## src/rtl/wcts_pkg.sv

```systemverilog
// Shared types, codes and constants of the wall column texture stepper.
package wcts_pkg;

  // Field and register widths
  localparam int PD_W       = 16;
  localparam int SH_W       = 12;
  localparam int TH_W       = 11;
  localparam int TW_W       = 11;
  localparam int DIST_W     = 32;
  localparam int SCOL_W     = 12;
  localparam int TCOL_W     = 10;
  localparam int ROW_W      = 12;
  localparam int TEX_W      = 20;
  localparam int ROWCNT_W   = 13;
  localparam int ACC_W      = 32;

  // Stream word layout
  localparam int IN_DATA_W  = 56;
  localparam int OUT_DATA_W = 48;
  localparam int CFG_IDX_W  = 8;
  localparam int CFG_DATA_W = 16;

  // Fixed point and height scaling
  localparam int FRAC_BITS_DEF    = 16;
  localparam int HEIGHT_INT_BITS  = 24;
  localparam int HEIGHT_FACTOR    = 25;
  // 25 * projection_distance fits in this many bits
  localparam int PROD_W           = PD_W + 5;

  // Register reset values
  localparam logic [PD_W-1:0] PD_RST = 16'd1108;
  localparam logic [SH_W-1:0] SH_RST = 12'd1080;
  localparam logic [TH_W-1:0] TH_RST = 11'd64;
  localparam logic [TW_W-1:0] TW_RST = 11'd64;

  // Register indexes
  localparam logic [CFG_IDX_W-1:0] REG_PROJ_DIST = 8'd0;
  localparam logic [CFG_IDX_W-1:0] REG_SCR_HEIGHT = 8'd1;
  localparam logic [CFG_IDX_W-1:0] REG_TEX_HEIGHT = 8'd2;
  localparam logic [CFG_IDX_W-1:0] REG_TEX_WIDTH = 8'd3;

  // Commands carried in in_tuser
  localparam logic CMD_START = 1'b0;
  localparam logic CMD_NEXT  = 1'b1;

  typedef enum logic [2:0] {
    ST_IDLE,
    ST_HDIV,
    ST_SDIV,
    ST_PREP,
    ST_PMUL,
    ST_TMUL
  } state_t;

endpackage

```

## src/rtl/wall_column_texture_stepper.sv

```systemverilog
// Wall column texture stepper: column setup by bit-serial divide and multiply, pixel stepping.
// Start word: the shared radix-2 divider computes the wall height, then the texture step;
//   a setup state follows, and when the top is clipped the shift-add multiplier scales the
//   step by the clipped row count to preload the accumulator; it produces no output word.
// Next word: the shift-add multiplier scales the texture row by texture_width, then the pixel
//   is loaded into the output register; one word is in work at a time.
// Reset (rst_n low, synchronous): configuration registers return to defaults, no span is active.
module wall_column_texture_stepper #(
  parameter int FRAC_BITS = wcts_pkg::FRAC_BITS_DEF
) (
  input  logic                            clk,
  input  logic                            rst_n,
  // in_tdata: wall_distance[31:0], screen_column[43:32], texture_column[53:44], zero pad
  input  logic                            in_tvalid,
  output logic                            in_tready,
  input  logic [wcts_pkg::IN_DATA_W-1:0]  in_tdata,
  // in_tuser: command
  input  logic                            in_tuser,
  // out_tdata: row[11:0], column[23:12], texel_index[43:24], zero pad
  output logic                            out_tvalid,
  input  logic                            out_tready,
  output logic [wcts_pkg::OUT_DATA_W-1:0] out_tdata,
  // out_tuser: draw
  output logic                            out_tuser,
  output logic                            out_tlast,
  input  logic                            cfg_valid,
  output logic                            cfg_ready,
  input  logic [wcts_pkg::CFG_IDX_W-1:0]  cfg_index,
  input  logic [wcts_pkg::CFG_DATA_W-1:0] cfg_data
);

  localparam int HW  = wcts_pkg::HEIGHT_INT_BITS + FRAC_BITS;
  localparam int NW  = wcts_pkg::PROD_W + 2 * FRAC_BITS;
  localparam int DW  = (HW > 32) ? HW : 32;
  localparam int CW  = $clog2(NW);
  localparam int KW  = wcts_pkg::HEIGHT_INT_BITS;
  localparam int MW  = KW + wcts_pkg::ACC_W;
  localparam int SW  = (wcts_pkg::TH_W + FRAC_BITS > 33) ? wcts_pkg::TH_W + FRAC_BITS : 33;
  localparam int WHW = wcts_pkg::ACC_W - FRAC_BITS;
  localparam int HFW = wcts_pkg::SH_W - 1;

  wcts_pkg::state_t state_r, state_nxt;

  // Configuration registers
  logic [wcts_pkg::PD_W-1:0] pd_r;
  logic [wcts_pkg::SH_W-1:0] sh_r;
  logic [wcts_pkg::TH_W-1:0] th_r;
  logic [wcts_pkg::TW_W-1:0] tw_r;

  // Column state
  logic [wcts_pkg::ROWCNT_W-1:0] cur_r, end_r;
  logic [wcts_pkg::ACC_W-1:0]    acc_r, step_r;
  logic [wcts_pkg::TCOL_W-1:0]   tcol_r;
  logic [wcts_pkg::SCOL_W-1:0]   scol_r;
  logic [HW-1:0]                 hq_r;

  // Divider
  logic [NW-1:0] dq_r;
  logic [DW-1:0] drem_r, dden_r;
  logic [CW-1:0] dcnt_r;
  logic [DW:0]   d_trial, d_diff;
  logic          d_ge, d_last;
  logic [NW-1:0] d_quo;
  logic [HW-1:0] hq_sat;
  logic [wcts_pkg::ACC_W-1:0] step_sat;

  // Multiplier
  logic [MW-1:0] ma_r, mp_r;
  logic [KW-1:0] mb_r;
  logic          m_done;
  logic [wcts_pkg::ACC_W-1:0] pre_sat;

  // Output register
  logic                           out_valid_r;
  logic [wcts_pkg::ROW_W-1:0]     out_row_r;
  logic [wcts_pkg::SCOL_W-1:0]    out_col_r;
  logic [wcts_pkg::TEX_W-1:0]     out_tex_r;
  logic                           out_draw_r, out_last_r;
  logic                           out_free;

  // Setup and pixel terms
  logic                 in_acc, cmd_start;
  logic [HFW-1:0]       half;
  logic [KW-2:0]        hint2;
  logic [KW-1:0]        hint;
  logic                 first_neg;
  logic [HFW-1:0]       start_row;
  logic [KW-1:0]        kclip;
  logic [KW:0]          last_raw;
  logic [wcts_pkg::ROWCNT_W-1:0] end_calc;
  logic                 active;
  logic [32:0]          acc_sum;
  logic                 acc_upd;
  logic [SW-1:0]        acc_lim;
  logic [WHW-1:0]       whole;

  assign in_acc    = in_tvalid && in_tready;
  assign cmd_start = (in_tuser == wcts_pkg::CMD_START);
  assign out_free  = !out_valid_r || out_tready;
  assign cfg_ready = 1'b1;

  // Restoring divide step
  assign d_trial  = {drem_r, dq_r[NW-1]};
  assign d_ge     = d_trial >= {1'b0, dden_r};
  assign d_diff   = d_trial - {1'b0, dden_r};
  assign d_quo    = {dq_r[NW-2:0], d_ge};
  assign d_last   = (dcnt_r == CW'(NW - 1));
  assign hq_sat   = (|d_quo[NW-1:HW]) ? {HW{1'b1}} : d_quo[HW-1:0];
  assign step_sat = (|d_quo[NW-1:32]) ? {32{1'b1}} : d_quo[31:0];

  // Shift-add multiply
  assign m_done  = (mb_r == '0);
  assign pre_sat = (|mp_r[MW-1:32]) ? {32{1'b1}} : mp_r[31:0];

  // First and last rows of the span
  assign half      = sh_r[wcts_pkg::SH_W-1:1];
  assign hint2     = hq_r[HW-1:FRAC_BITS+1];
  assign hint      = hq_r[HW-1:FRAC_BITS];
  assign first_neg = hint2 > (KW-1)'(half);
  assign kclip     = {1'b0, hint2} - KW'(half) + KW'(1);
  assign start_row = first_neg ? '0 : (half - hint2[HFW-1:0]);
  assign last_raw  = {1'b0, hint} + (KW+1)'(start_row);

  always_comb begin
    if (sh_r == '0) begin
      end_calc = '0;
    end else if (last_raw >= (KW+1)'(sh_r)) begin
      end_calc = wcts_pkg::ROWCNT_W'(sh_r - 1'b1);
    end else begin
      end_calc = last_raw[wcts_pkg::ROWCNT_W-1:0];
    end
  end

  // Pixel stepping terms
  assign active  = cur_r < end_r;
  assign whole   = acc_r[wcts_pkg::ACC_W-1:FRAC_BITS];
  assign acc_sum = {1'b0, acc_r} + {1'b0, step_r};
  assign acc_lim = SW'({th_r, {FRAC_BITS{1'b0}}});
  assign acc_upd = !acc_sum[32] && (SW'(acc_sum) < acc_lim);

  // Next state
  always_comb begin
    state_nxt = state_r;
    case (state_r)
      wcts_pkg::ST_IDLE: begin
        if (in_acc) begin
          if (cmd_start) state_nxt = wcts_pkg::ST_HDIV;
          else if (active) state_nxt = wcts_pkg::ST_TMUL;
        end
      end
      wcts_pkg::ST_HDIV: if (d_last) state_nxt = wcts_pkg::ST_SDIV;
      wcts_pkg::ST_SDIV: if (d_last) state_nxt = wcts_pkg::ST_PREP;
      wcts_pkg::ST_PREP: state_nxt = first_neg ? wcts_pkg::ST_PMUL : wcts_pkg::ST_IDLE;
      wcts_pkg::ST_PMUL: if (m_done) state_nxt = wcts_pkg::ST_IDLE;
      wcts_pkg::ST_TMUL: if (m_done && out_free) state_nxt = wcts_pkg::ST_IDLE;
      default: state_nxt = wcts_pkg::ST_IDLE;
    endcase
  end

  // Handshake outputs
  always_comb begin
    in_tready = (state_r == wcts_pkg::ST_IDLE);
  end

  assign out_tvalid = out_valid_r;
  assign out_tdata  = {4'b0, out_tex_r, out_col_r, out_row_r};
  assign out_tuser  = out_draw_r;
  assign out_tlast  = out_last_r;

  // Control state
  always_ff @(posedge clk) begin
    if (!rst_n) begin
      state_r     <= wcts_pkg::ST_IDLE;
      out_valid_r <= 1'b0;
      cur_r       <= '0;
      end_r       <= '0;
      pd_r        <= wcts_pkg::PD_RST;
      sh_r        <= wcts_pkg::SH_RST;
      th_r        <= wcts_pkg::TH_RST;
      tw_r        <= wcts_pkg::TW_RST;
    end else begin
      state_r <= state_nxt;
      if (cfg_valid && cfg_ready) begin
        case (cfg_index)
          wcts_pkg::REG_PROJ_DIST:  pd_r <= cfg_data[wcts_pkg::PD_W-1:0];
          wcts_pkg::REG_SCR_HEIGHT: sh_r <= cfg_data[wcts_pkg::SH_W-1:0];
          wcts_pkg::REG_TEX_HEIGHT: th_r <= cfg_data[wcts_pkg::TH_W-1:0];
          wcts_pkg::REG_TEX_WIDTH:  tw_r <= cfg_data[wcts_pkg::TW_W-1:0];
          default: ;
        endcase
      end
      // output word leaves, or a new one is loaded
      if (state_r == wcts_pkg::ST_TMUL && m_done && out_free) begin
        out_valid_r <= 1'b1;
      end else if (out_tready) begin
        out_valid_r <= 1'b0;
      end
      // span rows
      case (state_r)
        wcts_pkg::ST_PREP: begin
          if (!first_neg) begin
            cur_r <= wcts_pkg::ROWCNT_W'(start_row);
            end_r <= end_calc;
          end
        end
        wcts_pkg::ST_PMUL: begin
          if (m_done) begin
            cur_r <= '0;
            end_r <= end_calc;
          end
        end
        wcts_pkg::ST_TMUL: begin
          if (m_done && out_free) cur_r <= cur_r + 1'b1;
        end
        default: ;
      endcase
    end
  end

  // Datapath: divider, multiplier, column registers, output word
  always_ff @(posedge clk) begin
    case (state_r)
      wcts_pkg::ST_IDLE: begin
        if (in_acc && cmd_start) begin
          // wall height = (25 * pd << 2F) / distance
          scol_r <= in_tdata[43:32];
          tcol_r <= in_tdata[53:44];
          dq_r   <= NW'({wcts_pkg::PROD_W'(wcts_pkg::HEIGHT_FACTOR * pd_r),
                         {(2*FRAC_BITS){1'b0}}});
          drem_r <= '0;
          dden_r <= DW'(in_tdata[31:0]);
          dcnt_r <= '0;
        end else if (in_acc && active) begin
          ma_r <= MW'(whole);
          mb_r <= KW'(tw_r);
          mp_r <= '0;
        end
      end
      wcts_pkg::ST_HDIV: begin
        if (d_last) begin
          // texture step = (texture_height << 2F) / wall height
          hq_r   <= hq_sat;
          dq_r   <= NW'({th_r, {(2*FRAC_BITS){1'b0}}});
          drem_r <= '0;
          dden_r <= DW'(hq_sat);
          dcnt_r <= '0;
        end else begin
          drem_r <= d_ge ? d_diff[DW-1:0] : d_trial[DW-1:0];
          dq_r   <= d_quo;
          dcnt_r <= dcnt_r + 1'b1;
        end
      end
      wcts_pkg::ST_SDIV: begin
        drem_r <= d_ge ? d_diff[DW-1:0] : d_trial[DW-1:0];
        dq_r   <= d_quo;
        dcnt_r <= dcnt_r + 1'b1;
        if (d_last) step_r <= step_sat;
      end
      wcts_pkg::ST_PREP: begin
        acc_r <= '0;
        ma_r  <= MW'(step_r);
        mb_r  <= kclip;
        mp_r  <= '0;
      end
      wcts_pkg::ST_PMUL, wcts_pkg::ST_TMUL: begin
        if (!m_done) begin
          mp_r <= mp_r + (mb_r[0] ? ma_r : '0);
          ma_r <= {ma_r[MW-2:0], 1'b0};
          mb_r <= {1'b0, mb_r[KW-1:1]};
        end else if (state_r == wcts_pkg::ST_PMUL) begin
          // preload for a clipped top
          acc_r <= pre_sat;
        end else if (out_free) begin
          out_row_r  <= cur_r[wcts_pkg::ROW_W-1:0];
          out_col_r  <= scol_r;
          out_tex_r  <= wcts_pkg::TEX_W'(tcol_r) + mp_r[wcts_pkg::TEX_W-1:0];
          out_draw_r <= (cur_r != '0) && (cur_r < wcts_pkg::ROWCNT_W'(sh_r));
          out_last_r <= (cur_r + 1'b1) == end_r;
          if (acc_upd) acc_r <= acc_sum[31:0];
        end
      end
      default: ;
    endcase
  end

endmodule

```

## config.mk

```make
export PLATFORM = sky130hd
export DESIGN_NAME = wall_column_texture_stepper
export DESIGN_NICKNAME = d
export VERILOG_FILES = /design/src/rtl/wcts_pkg.sv /design/src/rtl/wall_column_texture_stepper.sv
export SDC_FILE = /design/constraint.sdc
export NUM_CORES = 1
export LEC_CHECK = 0
export ABC_AREA = 1
export BUFFER_PORTS_ARGS = -buffer_cell sky130_fd_sc_hd__buf_2
export CAP_MARGIN = 5
export CORE_MARGIN = 3
export CORE_UTILIZATION = 64
export CTS_CLUSTER_SIZE = 28
export DETAILED_ROUTE_END_ITERATION = 6
export GPL_TIMING_DRIVEN = 0
export PLACE_DENSITY = 0.83
export SETUP_SLACK_MARGIN = 0.3
export SYNTH_ARGS = -nofsm -noshare
export SYNTH_HDL_FRONTEND = slang
export SYNTH_SLANG_ARGS = --single-unit
export TNS_END_PERCENT = 30
```

## constraint.sdc

```tcl
create_clock -name clk -period 11.4 [get_ports clk]
set_clock_uncertainty 0.1 [all_clocks]
set_input_delay 2.28 -clock clk [delete_from_list [all_inputs] [get_ports clk]]
set_output_delay 2.28 -clock clk [all_outputs]
set_load 0.02 [all_outputs]
```

Word-level counts from Yosys, hierarchy flattened
Cells that the tools add are included.

Register bits: 527. Input port bits: 86. Output and inout port bits: 53. Word-level logic and storage cells: 165.

$add $sub $neg: 11. Multiply operators: 1. Order comparisons: 6. Equal/unequal tests: 24. Mux-type cells: 54. Bitwise gates (word level): 2. Reduce and logical (&&, ||, !) cells: 42.

Operator list (count): $mux 56 (7); $pmux 56 s3 (2); $mux 40 (6); $mux 32 (5); $pmux 53 s3 (1); $pmux 40 s3 (1); $mux 53 (2); $mux 13 (7); $pmux 40 s2 (1); $mux 24 (3); $pmux 24 s3 (1); $pmux 32 s2 (1); $add 56x56->56 (1); $ge 41x40->1 (1); $sub 40x40->40 (1); $pmux 13 s3 (1); $add 32x32->33 (1); $lt 33x27->1 (1); $pmux 13 s2 (1); $add 24x11->25 (1); $ge 25x12->1 (1); $add 24x1->24 const B (1); $logic_not 24->1 (1); $mux 3 (8); 44 further kinds (84).

Logic depth before layout (Yosys ltp)
Depth in word-level cells: 8. Mapped depth: 37. Depth with buffers taken out: 36.

Worst setup path before layout
No wires, ideal clock.

Kind: input port to flip-flop. Start: input in_tuser. End: register ma_r[0] (enable). Library setup time: 0.677 ns. Arrival: 9.143 ns. Data required time: 10.623 ns. Setup slack: 1.480 ns. Cell stages on the path: 4. Path buffers: 0. Path through: nand2_1 > o21ai_0 > o21ai_0 > a21oi_1.

Cells in the longest elaborated chain, start to end: 4.

RTL lines: from (decl) (line wall_column_texture_stepper.sv:18) `input logic in_tuser,`; $not 1->1 (line wall_column_texture_stepper.sv:98) `assign cmd_start = (in_tuser == wcts_pkg::CMD_START);`; $logic_and 1x1->1 (line wall_column_texture_stepper.sv:224) `if (in_acc && cmd_start) begin`; $ne 2x2->1 (no source line); $reduce_and 4->1 (no source line); to (signal assigned) (line wall_column_texture_stepper.sv:234) `ma_r <= MW'(whole);`; to (signal assigned) (line wall_column_texture_stepper.sv:261) `ma_r <= MW'(step_r);`; to (signal assigned) (line wall_column_texture_stepper.sv:268) `ma_r <= {ma_r[MW-2:0], 1'b0};`; to (decl) (line wall_column_texture_stepper.sv:68) `logic [MW-1:0] ma_r, mp_r;`.

Every way passes these cells. A chain may end at the register's enable or synchronous reset.

Worst setup path after layout
Start: register sh_r[4] (netlist name). End: register end_r[11] (netlist name).

Cells in the longest elaborated chain, start to end: 8. Elaborated cells between the ends (all ways): 14. Those cells by class: add/sub (3); order compare (2); eq/ne (1); mux (6); reduce/logical (2).

RTL lines: from (decl) (line wall_column_texture_stepper.sv:46) `logic [wcts_pkg::SH_W-1:0] sh_r;`; from (signal assigned) (line wall_column_texture_stepper.sv:178) `sh_r <= wcts_pkg::SH_RST;`; from (signal assigned) (line wall_column_texture_stepper.sv:186) `wcts_pkg::REG_SCR_HEIGHT: sh_r <= cfg_data[wcts_pkg::SH_W-1:0];`; $gt 23x11->1 / $sub 11x11->11 (equally long branches) (line wall_column_texture_stepper.sv:119, wall_column_texture_stepper.sv:121); $mux 11 (line wall_column_texture_stepper.sv:121) `assign start_row = first_neg ? '0 : (half - hint2[HFW-1:0]);`; $add 24x11->25 (line wall_column_texture_stepper.sv:122) `assign last_raw = {1'b0, hint} + (KW+1)'(start_row);`; $ge 25x12->1 (line wall_column_texture_stepper.sv:127) `end else if (last_raw >= (KW+1)'(sh_r)) begin`; $mux 13 (line wall_column_texture_stepper.sv:127); $mux 13 (line wall_column_texture_stepper.sv:125) `if (sh_r == '0) begin`; $mux 13, on equally long branches (line wall_column_texture_stepper.sv:207, wall_column_texture_stepper.sv:201); $pmux 13 s2 (line wall_column_texture_stepper.sv:199) `case (state_r)`; to (signal assigned) (line wall_column_texture_stepper.sv:203) `end_r <= end_calc;`; to (signal assigned) (line wall_column_texture_stepper.sv:209) `end_r <= end_calc;`; to (decl) (line wall_column_texture_stepper.sv:51) `logic [wcts_pkg::ROWCNT_W-1:0] cur_r, end_r;`.

Several ways; a longest one is shown, not always the timed one. The select of a mux whose other input is x is not followed.

==> qor.txt <==
Status -> finished, violations left
Failing checks -> design-rule violations
Detailed Place HPWL -> 82.2 mm
Clk slew on worst S/H paths -> 60 ps
Diode count -> 0
Seq/Total Area, Yosys -> 41.2%
Die area -> 58000 sq um
Most used DFF post-synth -> edfxtp_1
Commonest cells post-synth -> nand2_1, inv_1, edfxtp_1
Post-synthesis cell count -> 4350
Routability congestion estimate -> 1.04
CP Max Fanout -> 10
Mean Syn Cell Area -> 8.11 sq um
Post-cts resize count -> 0
RSZ-0062 raised after global routing -> false
DRT iter0 DRCs -> 3056
GR Util met2 -> 58.9%
Crit path launch type -> flip-flop
Multi-input gate area -> 17900 sq um
Routed wire length -> 104 mm
Worst Hold Class -> flip-flop to flip-flop
Post-synth EDFFs -> 431
GRT busiest layer -> met2
Final net count -> 4985
Initial core utilization -> 65.2%
Slew @ Worst Pin -> 1070 ps
First-pass GRT wire length -> 161 mm
Skew-Pair Late Insertion Delay -> 630 ps
Vias -> 31673
Layout Cells excl Fill -> 5299
Pwr Density -> 257 nW/um^2
Met3 global-route usage -> 5.22%
Core area -> 54100 sq um
Top post-synthesis cells by area -> edfxtp_1, ha_1, nand2_1
Slew headroom -> 28.9%
Number of global-route vias before repair -> 29993
Hold Slack -> 318 ps
Setup Crit Path Kind -> flip-flop to flip-flop
Max stage delay on crit path -> 490 ps
#FFs+latches synth -> 511
Largest net degree at the start of global routing -> 66
Synth warn -> 0
Final period util -> 58.0%
Site Rows -> 85
Netlist cell types -> 59
CTS Hold Bufs -> 0
Final Setup Violations -> 0
# IOs -> 139
Total GRT Usage -> 35.6%
Cell area after synthesis -> 35300 sq um
Longest Clk Path Bufs -> 3
Setup bufs post-CTS -> 0
Final hold violation count -> 0
Slowest cell on the critical path -> or4_1
Drt wl/cell -> 19.7 um
Antenna violations before repair -> 0
Routed Antenna Nets -> 0
IO buf count -> 131
FF+latch area -> 14500 sq um
Post-synth top area share -> 36.7%
# DRC -> 9
# placed instances -> 5193
CTS tree -> built
Area Growth Syn to Fin -> 10.5%
Fraction of registers with async set/reset -> 0%
Most numerous cell in the Yosys netlist -> nand2_1
Cts bufs inserted -> 56
Maximum VDD drop -> 0.214 mV
# clock sinks -> 511
CP most frequent cell -> nand2_1
Vias/cell -> 5.98
Drt first pass iters -> 7
Min Tclk post-route -> 6610 ps
H-tree Lvls -> 2
Die Span Y -> 241 um
Total grt overflow -> 0
Crit end category -> flip-flop
Fmax -> 151 MHz
Die W -> 241 um
GRT met1 Usage -> 46.5%
Leakage power -> 0.0179 uW
Max-slew violation total from the final report -> 0
Root Driver -> clkbuf_16
Worst Path Required -> 11790 ps
Area leader, netlist -> edfxtp_1
Max-Cap Viols -> 0
Crit path DAT -> 7000 ps
FILL cells -> 4225
Ratio of cells with drive above 1 in the final layout -> 6.76%
==> power breakdown <==
part	total, uW	switching [uW]	internal [uW]
Clock	1900	782	1120
Combinational	4750	3290	1460
Sequential	3360	431	2930
==> final cells by class <==
type,instances,share of cell area [%]
buffer,96,1.04
clock buffer,72,3.76
multi-input combinational,3080,45.8
timing repair buffer,144,2.26
sequential,511,37.3
tap,696,2.23
clock inverter,34,1.12
inverter,666,6.42
==> cells in the final DEF, fill, tap and decap left out, types with 9 or more instances in the layout <==
cell type and instances:
nand2_1 887, inv_1 644, edfxtp_1 431, nor2_1 417, a21oi_1 394, o21ai_0 322
ha_1 322, nand3_1 158, buf_2 141, xor2_1 90, dfxtp_1 80, clkbuf_1 77
clkbuf_16 56, nor3_1 44, nand4_1 38, xnor2_1 34, a21o_1 30, o21ai_1 30
a31oi_1 30, o211ai_1 25, nor4_1 24, o21bai_1 23, fa_1 22, inv_2 19
o21a_1 17, a22o_1 17, a2bb2oi_1 16, buf_1 14, a21boi_0 13, clkinv_1 13
a221oi_1 12, o221ai_1 11, bufinv_16 9
==> worst max-delay path, delay by kind of cell, from the launching register on <==
kind,cells,cell delay (ps)
and+or+nand+nor,21,3230
buffers and inverters,4,730
xor gates and xnor gates,1,290
DFF,1,480
AOI/OAI and AO/OA,2,250
adders and majority gates,4,1390
==> path summary, 6_finish.rpt <==
path / from / end / slack [ps] / cells after the start
max: sh_r[4] / end_r[11] / 4790 / 32
min: scol_r[7] / out_col_r[7] / 320 / 0
max reg2reg: sh_r[4] / end_r[11] / 4790 / 32
min reg2reg: scol_r[7] / out_col_r[7] / 320 / 0
==> state kept, by name (all words and copies together) (netlist names), 10 cells and up <==
signal	flops
sh_r	12
dq_r	53
drem_r	40
tcol_r	10
pd_r	16
cur_r	13
end_r	13
mp_r	56
out_col_r	12
out_row_r	12
out_tex_r	20
acc_r	32
mb_r	24
th_r	11
step_r	32
tw_r	11
hq_r	24
dden_r	40
scol_r	12
ma_r	56
==> stage by stage <==
step	cell area (sq um)	setup WS [ps]	util (%)	power (uW)	setup TNS, ps
floorplan	35300	1480	-	6550	0
CTS	39000	4960	72.0	9900	0
finish	39000	4790	72.0	10000	0
global route	39000	4500	72.0	10600	0
global placement	36800	-1520	68.0	7640	-204160
detailed placement	37100	4980	68.5	7960	0
==> routing by layer <==
layer	wire (um)	share of wire, %
met5	0	0
met4	5400	5.2
met3	8770	8.4
met2	48100	46
met1	41800	40
==> cell families (layout without fill, tap and decap cells) <==
| group | Yosys count | after routing | share of synthesized area, % |
|---|---|---|---|
| other cells | 2 | 5 | 0.0213 |
| compound gates | 980 | 980 | 15.7 |
| buf+inv | 762 | 1012 | 8.24 |
| flops | 511 | 511 | 41.2 |
| simple gates | 1627 | 1627 | 19.1 |
| xor+xnor | 124 | 124 | 3.08 |
| fa+ha+maj | 344 | 344 | 12.7 |
No activity file was read; power rests on OpenSTA's default activity.
